--- config.mk ---
export PLATFORM = sky130hd
export DESIGN_NAME = bmd_scan
export DESIGN_NICKNAME = d
export VERILOG_FILES = /design/src/sv/bmd_pkg.sv /design/src/sv/bmd_scan.sv
export SDC_FILE = /design/constraint.sdc
export NUM_CORES = 1
export LEC_CHECK = 0
export BUFFER_PORTS_ARGS = -buffer_cell sky130_fd_sc_hd__buf_2
export CORE_MARGIN = 5
export CORE_UTILIZATION = 45
export DETAILED_ROUTE_END_ITERATION = 6
export SETUP_SLACK_MARGIN = 0.15
export SYNTH_ARGS = -nofsm -noshare
export SYNTH_HDL_FRONTEND = slang
export SYNTH_SLANG_ARGS = --single-unit
--- constraint.sdc ---
create_clock -name clock -period 13.53 [get_ports clock]
set_clock_uncertainty 0.2 [all_clocks]
set_input_delay 2.706 -clock clock [delete_from_list [all_inputs] [get_ports clock]]
set_output_delay 2.706 -clock clock [all_outputs]
set_load 0.01 [all_outputs]
--- src/sv/bmd_pkg.sv ---
package bmd_pkg;

   localparam int MAX_WIDTH_DEF  = 256;
   localparam int MAX_HEIGHT_DEF = 256;
   localparam int MAX_RADIUS_DEF = 15;

   localparam int DIM_W       = 9;
   localparam int RADIUS_W    = 4;
   localparam int SAMPLE_W    = 8;
   localparam int CSR_INDEX_W = 2;
   localparam int DIM_MAX_W   = 13;
   localparam int RAD_MAX_W   = 6;
   localparam int DISK_LIMIT  = 3;

   localparam logic [SAMPLE_W-1:0] FG_VALUE = 8'hFF;
   localparam logic [SAMPLE_W-1:0] BG_VALUE = 8'h00;

   typedef enum logic [CSR_INDEX_W-1:0] {
      REG_WIDTH,
      REG_HEIGHT,
      REG_RADIUS,
      REG_THRESHOLD
   } reg_index_type;

   typedef enum logic {
      OP_LOAD = 1'b0,
      OP_READ = 1'b1
   } op_type;

   typedef enum logic [1:0] {
      ST_IDLE,
      ST_COMPUTE,
      ST_READ_OUT
   } state_type;

   typedef struct packed {
      logic [DIM_W-1:0]    width;
      logic [DIM_W-1:0]    height;
      logic [RADIUS_W-1:0] radius;
      logic [SAMPLE_W-1:0] threshold;
   } cfg_type;

   // zero counts as one, anything above the maximum as the maximum
   function automatic logic [DIM_MAX_W-1:0] clamp_dim(input logic [DIM_W-1:0] v,
                                                      input int max_v);
      logic [DIM_MAX_W-1:0] res;
      res = DIM_MAX_W'(v);
      if (v == '0) begin
         res = DIM_MAX_W'(1);
      end else if (int'(v) > max_v) begin
         res = DIM_MAX_W'(max_v);
      end
      return res;
   endfunction

   function automatic logic [RAD_MAX_W-1:0] clamp_radius(input logic [RADIUS_W-1:0] v,
                                                         input int max_v);
      logic [RAD_MAX_W-1:0] res;
      res = RAD_MAX_W'(v);
      if (int'(v) > max_v) begin
         res = RAD_MAX_W'(max_v);
      end
      return res;
   endfunction

endpackage

--- src/sv/bmd_scan.sv ---
module bmd_scan #(
   parameter int MAX_WIDTH  = bmd_pkg::MAX_WIDTH_DEF,
   parameter int MAX_HEIGHT = bmd_pkg::MAX_HEIGHT_DEF,
   parameter int MAX_RADIUS = bmd_pkg::MAX_RADIUS_DEF,
   parameter int AW         = 16
) (
   input  logic                          clock,
   input  logic                          reset,
   input  logic                          start,
   input  bmd_pkg::cfg_type              cfg,
   output logic [AW-1:0]                 mask_addr,
   input  logic [bmd_pkg::SAMPLE_W-1:0]  mask_data,
   output logic                          res_we,
   output logic [AW-1:0]                 res_addr,
   output logic [bmd_pkg::SAMPLE_W-1:0]  res_data,
   output logic                          done
);

   localparam int XW  = $clog2(MAX_WIDTH + 1);
   localparam int YW  = $clog2(MAX_HEIGHT + 1);
   localparam int RW  = $clog2(MAX_RADIUS + 1);
   localparam int OW  = RW + 1;
   localparam int MW  = (XW > YW) ? ((XW > RW) ? XW : RW) : ((YW > RW) ? YW : RW);
   localparam int CW  = MW + 2;
   localparam int DW  = 2 * OW + 1;

   logic                run_ff;
   logic [XW-1:0]       x_ff;
   logic [YW-1:0]       y_ff;
   logic signed [OW-1:0] dx_ff;
   logic signed [OW-1:0] dy_ff;
   logic [AW-1:0]       pix_ff;
   logic [XW-1:0]       w_ff;
   logic [YW-1:0]       h_ff;
   logic [RW-1:0]       r_ff;
   logic                disk_ff;
   logic                pass_ff;
   logic [bmd_pkg::SAMPLE_W-1:0] thr_ff;

   logic                p1_valid_ff;
   logic                p1_ok_ff;
   logic                p1_end_ff;
   logic                p1_final_ff;
   logic [AW-1:0]       p1_pix_ff;
   logic                hit_ff;

   logic [RW-1:0]       r_in;
   logic signed [CW-1:0] sx;
   logic signed [CW-1:0] sy;
   logic [DW-1:0]       dist_sq;
   logic [DW-1:0]       r_sq;
   logic                tap_ok;
   logic                last_dx, last_dy, last_tap, last_x, last_y, last_pix;
   logic signed [OW-1:0] r_signed;
   logic                hit_now;

   assign r_in     = RW'(bmd_pkg::clamp_radius(cfg.radius, MAX_RADIUS));
   assign r_signed = $signed({1'b0, r_ff});

   assign sx = CW'(signed'({1'b0, x_ff})) + CW'(dx_ff);
   assign sy = CW'(signed'({1'b0, y_ff})) + CW'(dy_ff);

   assign dist_sq = DW'(dx_ff * dx_ff) + DW'(dy_ff * dy_ff);
   assign r_sq    = DW'(r_ff) * DW'(r_ff);

   assign tap_ok = (sx >= 0) && (sx < CW'(signed'({1'b0, w_ff})))
                && (sy >= 0) && (sy < CW'(signed'({1'b0, h_ff})))
                && (!disk_ff || (dist_sq <= r_sq));

   assign mask_addr = AW'(AW'(sy[YW-1:0]) * AW'(w_ff)) + AW'(sx[XW-1:0]);

   assign last_dx  = (dx_ff == r_signed);
   assign last_dy  = (dy_ff == r_signed);
   assign last_tap = last_dx && last_dy;
   assign last_x   = (x_ff == w_ff - XW'(1));
   assign last_y   = (y_ff == h_ff - YW'(1));
   assign last_pix = last_tap && last_x && last_y;

   // window taps go out one a cycle; the sample comes back in the next cycle
   always_ff @(posedge clock) begin
      if (reset) begin
         run_ff <= 1'b0;
      end else if (start) begin
         run_ff <= 1'b1;
      end else if (run_ff && last_pix) begin
         run_ff <= 1'b0;
      end
   end

   always_ff @(posedge clock) begin
      if (start) begin
         w_ff    <= XW'(bmd_pkg::clamp_dim(cfg.width, MAX_WIDTH));
         h_ff    <= YW'(bmd_pkg::clamp_dim(cfg.height, MAX_HEIGHT));
         r_ff    <= r_in;
         disk_ff <= (int'(r_in) <= bmd_pkg::DISK_LIMIT);
         pass_ff <= (r_in == '0);
         thr_ff  <= cfg.threshold;
         x_ff    <= '0;
         y_ff    <= '0;
         pix_ff  <= '0;
         dx_ff   <= -$signed({1'b0, r_in});
         dy_ff   <= -$signed({1'b0, r_in});
      end else if (run_ff) begin
         if (!last_dx) begin
            dx_ff <= dx_ff + OW'(1);
         end else begin
            dx_ff <= -r_signed;
            if (!last_dy) begin
               dy_ff <= dy_ff + OW'(1);
            end else begin
               dy_ff  <= -r_signed;
               pix_ff <= pix_ff + AW'(1);
               if (!last_x) begin
                  x_ff <= x_ff + XW'(1);
               end else begin
                  x_ff <= '0;
                  y_ff <= y_ff + YW'(1);
               end
            end
         end
      end
   end

   always_ff @(posedge clock) begin
      if (reset) begin
         p1_valid_ff <= 1'b0;
      end else begin
         p1_valid_ff <= run_ff;
      end
   end

   always_ff @(posedge clock) begin
      p1_ok_ff    <= tap_ok;
      p1_end_ff   <= last_tap;
      p1_final_ff <= last_pix;
      p1_pix_ff   <= pix_ff;
   end

   assign hit_now = hit_ff || (p1_ok_ff && (mask_data > thr_ff));

   always_ff @(posedge clock) begin
      if (reset || start) begin
         hit_ff <= 1'b0;
      end else if (p1_valid_ff) begin
         hit_ff <= p1_end_ff ? 1'b0 : hit_now;
      end
   end

   assign res_we   = p1_valid_ff && p1_end_ff;
   assign res_addr = p1_pix_ff;
   assign res_data = pass_ff ? mask_data :
                     (hit_now ? bmd_pkg::FG_VALUE : bmd_pkg::BG_VALUE);
   assign done     = p1_valid_ff && p1_end_ff && p1_final_ff;

   a_done_after_run: assert property (@(posedge clock) disable iff (reset)
      done |-> $past(run_ff))
      else $error("scan done without a running pass");

   a_write_in_pass: assert property (@(posedge clock) disable iff (reset)
      res_we |-> p1_valid_ff && !start)
      else $error("result write outside a pass");

   a_run_stops: assert property (@(posedge clock) disable iff (reset)
      run_ff && last_pix && !start |=> !run_ff)
      else $error("pass did not stop at the final pixel");

endmodule

Word level (Yosys, flattened, before mapping)
Cells that the tools add are included.
{ "totals": {"ff_bits": 98, "input_bits": 41, "out_inout_bits": 42, "wordCells": 91} }
{ "classes": {"n_mux": 15, "n_reduce_logical": 26, "n_eq_ne": 4, "add_sub_neg": 13, "n_mul": 4, "order_cmp": 9} }
{ "op_table": {"columns": ["op", "n"], "rows": [
  ["two-way mux 5 bit", 7],
  ["two-way mux 9 bit", 3],
  ["adder 10 x 5 -> 11 bit", 2],
  [">= comparator 11 x 1 -> 1 bit (second input constant)", 2],
  ["< comparator 11 x 10 -> 1 bit", 2],
  ["multiplier 5 x 5 -> 10 bit", 2],
  ["adder 9 x 1 -> 9 bit (second input constant)", 2],
  ["== test 9 bit", 2],
  ["greater-than comparator 9 bit (second input constant)", 2],
  ["logical NOT 9 bit", 2],
  ["subtractor 9 x 1 -> 9 bit (second input constant)", 2],
  ["adder 16 x 1 -> 16 bit (second input constant)", 1],
  ["adder 16 x 9 -> 16 bit", 1],
  ["multiplier 9 x 9 -> 16 bit", 1],
  ["two-way mux 8 bit", 2],
  ["adder 10 x 10 -> 11 bit", 1],
  ["less-or-equal comparator 11 x 8 -> 1 bit", 1],
  ["logical AND 1 bit", 11],
  ["adder 5 x 2 -> 5 bit (second input constant)", 2],
  ["== test 5 bit", 2],
  ["negator 4 -> 5 bit", 2],
  ["greater-than comparator 8 bit", 1],
  ["multiplier 4 x 4 -> 8 bit", 1],
  ["nonzero test 2 bit", 3],
  ["other kinds (9)", 14]
]} }

Depth between registers and ports, before layout
{ "logic_depth": {"word_depth": 7, "ltp_mapped": 24, "depth_no_buf": 24} }

Least setup slack after synthesis
No wires, ideal clock.
{ "synth_timing": {"path_type": "register -> output", "from": "register dy_ff[0]", "to": "output port mask_addr[15]", "path_slack_ns": 4.171, "stages_incl_launch_ff": 24, "required_ns": 10.624, "t_arrival_ns": 6.453, "path_buffers": 0, "cell_sequence": "edfxtp_1 -> ha_1 -> fa_1 -> a21oi_1 -> a2bb2oi_1 -> nor2b_1 -> xnor2_1 -> nand2_1 -> fa_1 -> fa_1 -> fa_1 -> inv_1 -> fa_1 -> inv_1 -> fa_1 -> inv_1 -> ha_1 -> o21a_1 -> o21ai_0 -> a21oi_1 -> a311o_1 -> a221oi_1 -> o21bai_1 -> xnor3_1"} }
{ "synth_between": {"elab_chain_len": 3} }
{ "synth_rtl": {"columns": ["element", "line_no", "text"], "rows": [
  ["start: declaration", "bmd_scan.sv:31", "logic signed [OW-1:0] dy_ff;"],
  ["start signal: assignment", "bmd_scan.sv:102", "dy_ff <= -$signed({1'b0, r_in});"],
  ["start signal: assignment", "bmd_scan.sv:109", "dy_ff <= dy_ff + OW'(1);"],
  ["start signal: assignment", "bmd_scan.sv:111", "dy_ff <= -r_signed;"],
  ["adder 10 x 5 -> 11 bit", "bmd_scan.sv:61", "assign sy = CW'(signed'({1'b0, y_ff})) + CW'(dy_ff);"],
  ["multiplier 9 x 9 -> 16 bit", "bmd_scan.sv:70", "assign mask_addr = AW'(AW'(sy[YW-1:0]) * AW'(w_ff)) + AW'(sx[XW-1:0]);"],
  ["adder 16 x 9 -> 16 bit", "bmd_scan.sv:70", null],
  ["end: declaration", "bmd_scan.sv:11", "output logic [AW-1:0] mask_addr,"]
]} }
No other way between the ends.

Final worst setup path
{ "layout_timing": {"from": "register dy_ff[4]", "to": "output port mask_addr[15]"} }
The elaborated chain is that of the path after synthesis.

==> flow_metrics.env <==
export IMPL_wl_per_cell_um=14.6
export IMPL_critPathMostFrequentCell="fa_1"
export IMPL_numPortBuffers=82
export IMPL_ios=83
export IMPL_synth_avg_cell_area_um2=8.98
export IMPL_grt_pass1_vias=8558
export IMPL_ys_ff_latch=98
export IMPL_fp_dieH_um=166
export IMPL_min_path_type="reg2reg"
export IMPL_synth_edf_count=42
export IMPL_fmax_mhz=94.2
export IMPL_ant_nets=0
export IMPL_drc_errors=0
export IMPL_slew_headroom=0.222
export IMPL_area_growth_pct=9.36
export IMPL_dr_total_vias=8313
export IMPL_met2_length_um=11200
export IMPL_cts_buffers=9
export IMPL_num_antenna_cells=0
export IMPL_finalNetCount=1568
export IMPL_ys_seq_area_frac=0.217
export IMPL_min_to="res_addr[15]$_DFF_P_"
export IMPL_final_cells=1616
export IMPL_drive_above_1_share=0.0913
export IMPL_synth_top_cell_area_share=0.175
export IMPL_cts_setup_buffers=0
export IMPL_synthTopCellsByArea="fa_1 18%, ha_1 16%, edfxtp_1 12%, dfxtp_1 10%, inv_1 7.0%"
export IMPL_hold_start="pix_ff[15]$_SDFFE_PP0P_"
export IMPL_worstSetupEndpointType="output port"
export IMPL_viasPerCell=5.14
export IMPL_period_minus_slack_ps=10620
export IMPL_wl_um=23600
export IMPL_setup_tns_ps=0
export IMPL_crit_chain="ha_1 > nor2b_1 > o31ai_1 > a21oi_1 > xnor2_1 > inv_1 > nand2_1 > fa_1 > fa_1 > fa_1 > inv_1 > fa_1 > inv_1 > fa_1 > inv_1 > ha_1 > o21a_1 > o21ai_0 > a21oi_1 > a311o_1 > a221oi_1 > o21bai_1 > xnor3_1 > buf_2"
export IMPL_finalHoldViolations=0
export IMPL_hpwlAfterDp_um=19100
export IMPL_clock_root_buffer="clkbuf_16"
export IMPL_clockBufferDepth=2
export IMPL_synth_area_leader_cell="fa_1"
export IMPL_synth_cell_type_count=64
export IMPL_fin_crit_sh=0.785
export IMPL_rsz0062_at_grt="false"
export IMPL_track_usage=0.173
export IMPL_peakVddDrop_v=0.000300
export IMPL_crit_type="reg2out"
export IMPL_grt_overflow=0
export IMPL_synthMuxAreaShare=0.00765
export IMPL_core_um2=24200
export IMPL_slowest_delay_ps=780
export IMPL_clk_pin_slew_ps=70
export IMPL_yosysMostFrequentCell="inv_1"
export IMPL_maxSlewViolCount=0
export IMPL_ys_top_cells_by_count="204 x inv_1, 144 x ha_1, 96 x fa_1, 96 x nand2_1"
export IMPL_finalSetupViolCount=0
export IMPL_wl_met1_um=11300
export IMPL_cts_sinks=98
export IMPL_start_kind="register"
export IMPL_synth_adder_area_share=0.340
export IMPL_r2r_end="p1_ok_ff$_DFF_P_"
export IMPL_first_iter_violations=393
export IMPL_yosysWarnings=0
export IMPL_crit_slowest_cell="edfxtp_1"
export IMPL_outcome="completed"
export IMPL_p_per_area_nw_per_um2=236
export IMPL_fin_util=0.496
export IMPL_r2r_cells=21
export IMPL_syn_area_um2=11000
export IMPL_fp_dieArea_um2=27600
export IMPL_multi_input_area_um2=7690
export IMPL_top_layer="met4"
export IMPL_rows=57
export IMPL_min_delay_path_depth=0
export IMPL_cts_resized=0
export IMPL_power_leakage_nw=5.76
export IMPL_synth_flop_cell="dfxtp_1"
export IMPL_grt_max_degree=74
export IMPL_path_max_fanout=20
export IMPL_synthSimpleGateAreaFrac=0.166
export IMPL_cp_required_ps=10620
export IMPL_synthXorXnorAreaFrac=0.0883
export IMPL_max_cap_violations=0
export IMPL_hold_buffers=0
export IMPL_p_total_mw=2.83
export IMPL_antenna_found_initial=0
export IMPL_clk_latency_ps=340
export IMPL_place_gp_congestion=0.826
export IMPL_initial_core_util=0.453
export IMPL_die_w_um=166
export IMPL_synth_fp_nets=1502
export IMPL_worst_pin_slew_ps=1160
export IMPL_drt_pass1_iterations=5
export IMPL_place_inst=1600
export IMPL_async_flop_share=0
export IMPL_synth_compound_area_share=0.0995
export IMPL_tritoncts="built"
export IMPL_cp_data_arrival_time_ps=7710
export IMPL_r2r_slack_ps=7050
export IMPL_grt_pass1_wl_um=40700
export IMPL_n_fill_cell=2341
export IMPL_reg2reg_from="dy_ff[4]$_DFFE_PP_"
export IMPL_wl_met3_um=792
export IMPL_postSynthCellCount=1221
export IMPL_synth_top_family_by_area="adder cells"
export IMPL_seqCellArea_um2=2380
export IMPL_htreeDepth=3
[metrics by stage]
step / hold slack, ps / area, µm² / setup slack [ps]
after CTS: 174 / 12000 / 2920
after floorplan: 139 / 11000 / 4170
after global routing: 182 / 12000 / 2370
final: 175 / 12000 / 2910
after detailed placement: 160 / 11700 / 3310
after global placement: 155 / 11700 / 3450
[sequential cells by signal, summed over array words and instances (netlist names)]
| name | cells |
|---|---|
| pix_ff | 16 |
| res_addr | 16 |
| h_ff | 9 |
| w_ff | 9 |
| x_ff | 9 |
| y_ff | 9 |
| thr_ff | 8 |
| dx_ff | 5 |
| dy_ff | 5 |
| r_ff | 4 |
| disk_ff | 1 |
| hit_ff | 1 |
| p1_end_ff | 1 |
| p1_final_ff | 1 |
| p1_ok_ff | 1 |
| p1_valid_ff | 1 |
| pass_ff | 1 |
| run_ff | 1 |
[per-layer routing]
layer	track usage	vias up
met5	0	-
met4	0.0341	0
met3	0.0207	19
met2	0.293	139
met1	0.243	3983
li1	-	4172
[critical path: cells and delay by family, from the launching register on]
family | cells | cell delay (ps)
xor+xnor | 2 | 780
flops | 1 | 780
compound gates | 8 | 1800
simple gates | 2 | 300
fa+ha+maj | 7 | 3230
buf+inv | 5 | 480
[worst max-delay path by stage]
stage / slack [ps] / startpoint / end / depth (start not counted)
6_report: 2910 / dy_ff[4]$_DFFE_PP_ / mask_addr[15] / 24
3_5_place_dp: 3310 / dy_ff[4]$_DFFE_PP_ / mask_addr[15] / 24
2_1_floorplan: 4170 / dy_ff[0]$_DFFE_PP_ / mask_addr[15] / 23
3_3_place_gp: 3450 / dy_ff[4]$_DFFE_PP_ / mask_addr[15] / 24
5_1_grt: 2370 / dy_ff[4]$_DFFE_PP_ / mask_addr[15] / 24
4_1_cts: 2920 / dy_ff[4]$_DFFE_PP_ / mask_addr[15] / 24
[cell families after synthesis]
group                    after synthesis
XOR/XNOR                             109
flip-flops                            98
buffers and inverters                237
multiplexers                           8
AO/OA/AOI/OAI                        169
AND/OR/NAND/NOR                      360
adder cells (fa/ha/maj)              240
[placed cells by master, fill, tap and decap left out, types with 5 or more instances in the layout]
cell | synthesis | routed
nor2_1 | 75 | 75
fa_1 | 96 | 96
nor2b_1 | 14 | 14
buf_2 | 4 | 82
nor3_1 | 19 | 18
o21a_1 | 11 | 11
mux2i_1 | 5 | 5
a21o_1 | 19 | 19
nand2_1 | 96 | 96
dfxtp_1 | 56 | 56
xnor2_1 | 75 | 75
xor2_1 | 33 | 33
clkbuf_16 | 0 | 9
ha_1 | 144 | 144
nor4_1 | 17 | 17
and2_1 | 60 | 60
o211ai_1 | 7 | 7
nand3_1 | 20 | 20
inv_1 | 204 | 204
o21ai_0 | 33 | 33
a211oi_1 | 6 | 6
or4_1 | 6 | 6
nand2b_1 | 11 | 11
a21oi_1 | 53 | 53
and3_1 | 9 | 9
nand4_1 | 15 | 15
edfxtp_1 | 42 | 42
a31oi_1 | 5 | 5
[power by group]
group          total, mW  switching, mW  leakage [nW]  internal, mW
Clock              0.252          0.117         0.149         0.134
Sequential         0.354         0.0303         0.861         0.324
Combinational       2.22           1.22          4.75         0.999
[final cells by class]
class                           instances  area share
Inverter                              206      0.0645
Tap cell                              324      0.0338
Multi-Input combinational cell        886       0.641
Clock buffer                           10      0.0199
Timing Repair Buffer                   86      0.0367
Clock inverter                          6     0.00480
Sequential cell                        98       0.199
Note: power is estimated with default switching activity, not from simulation.
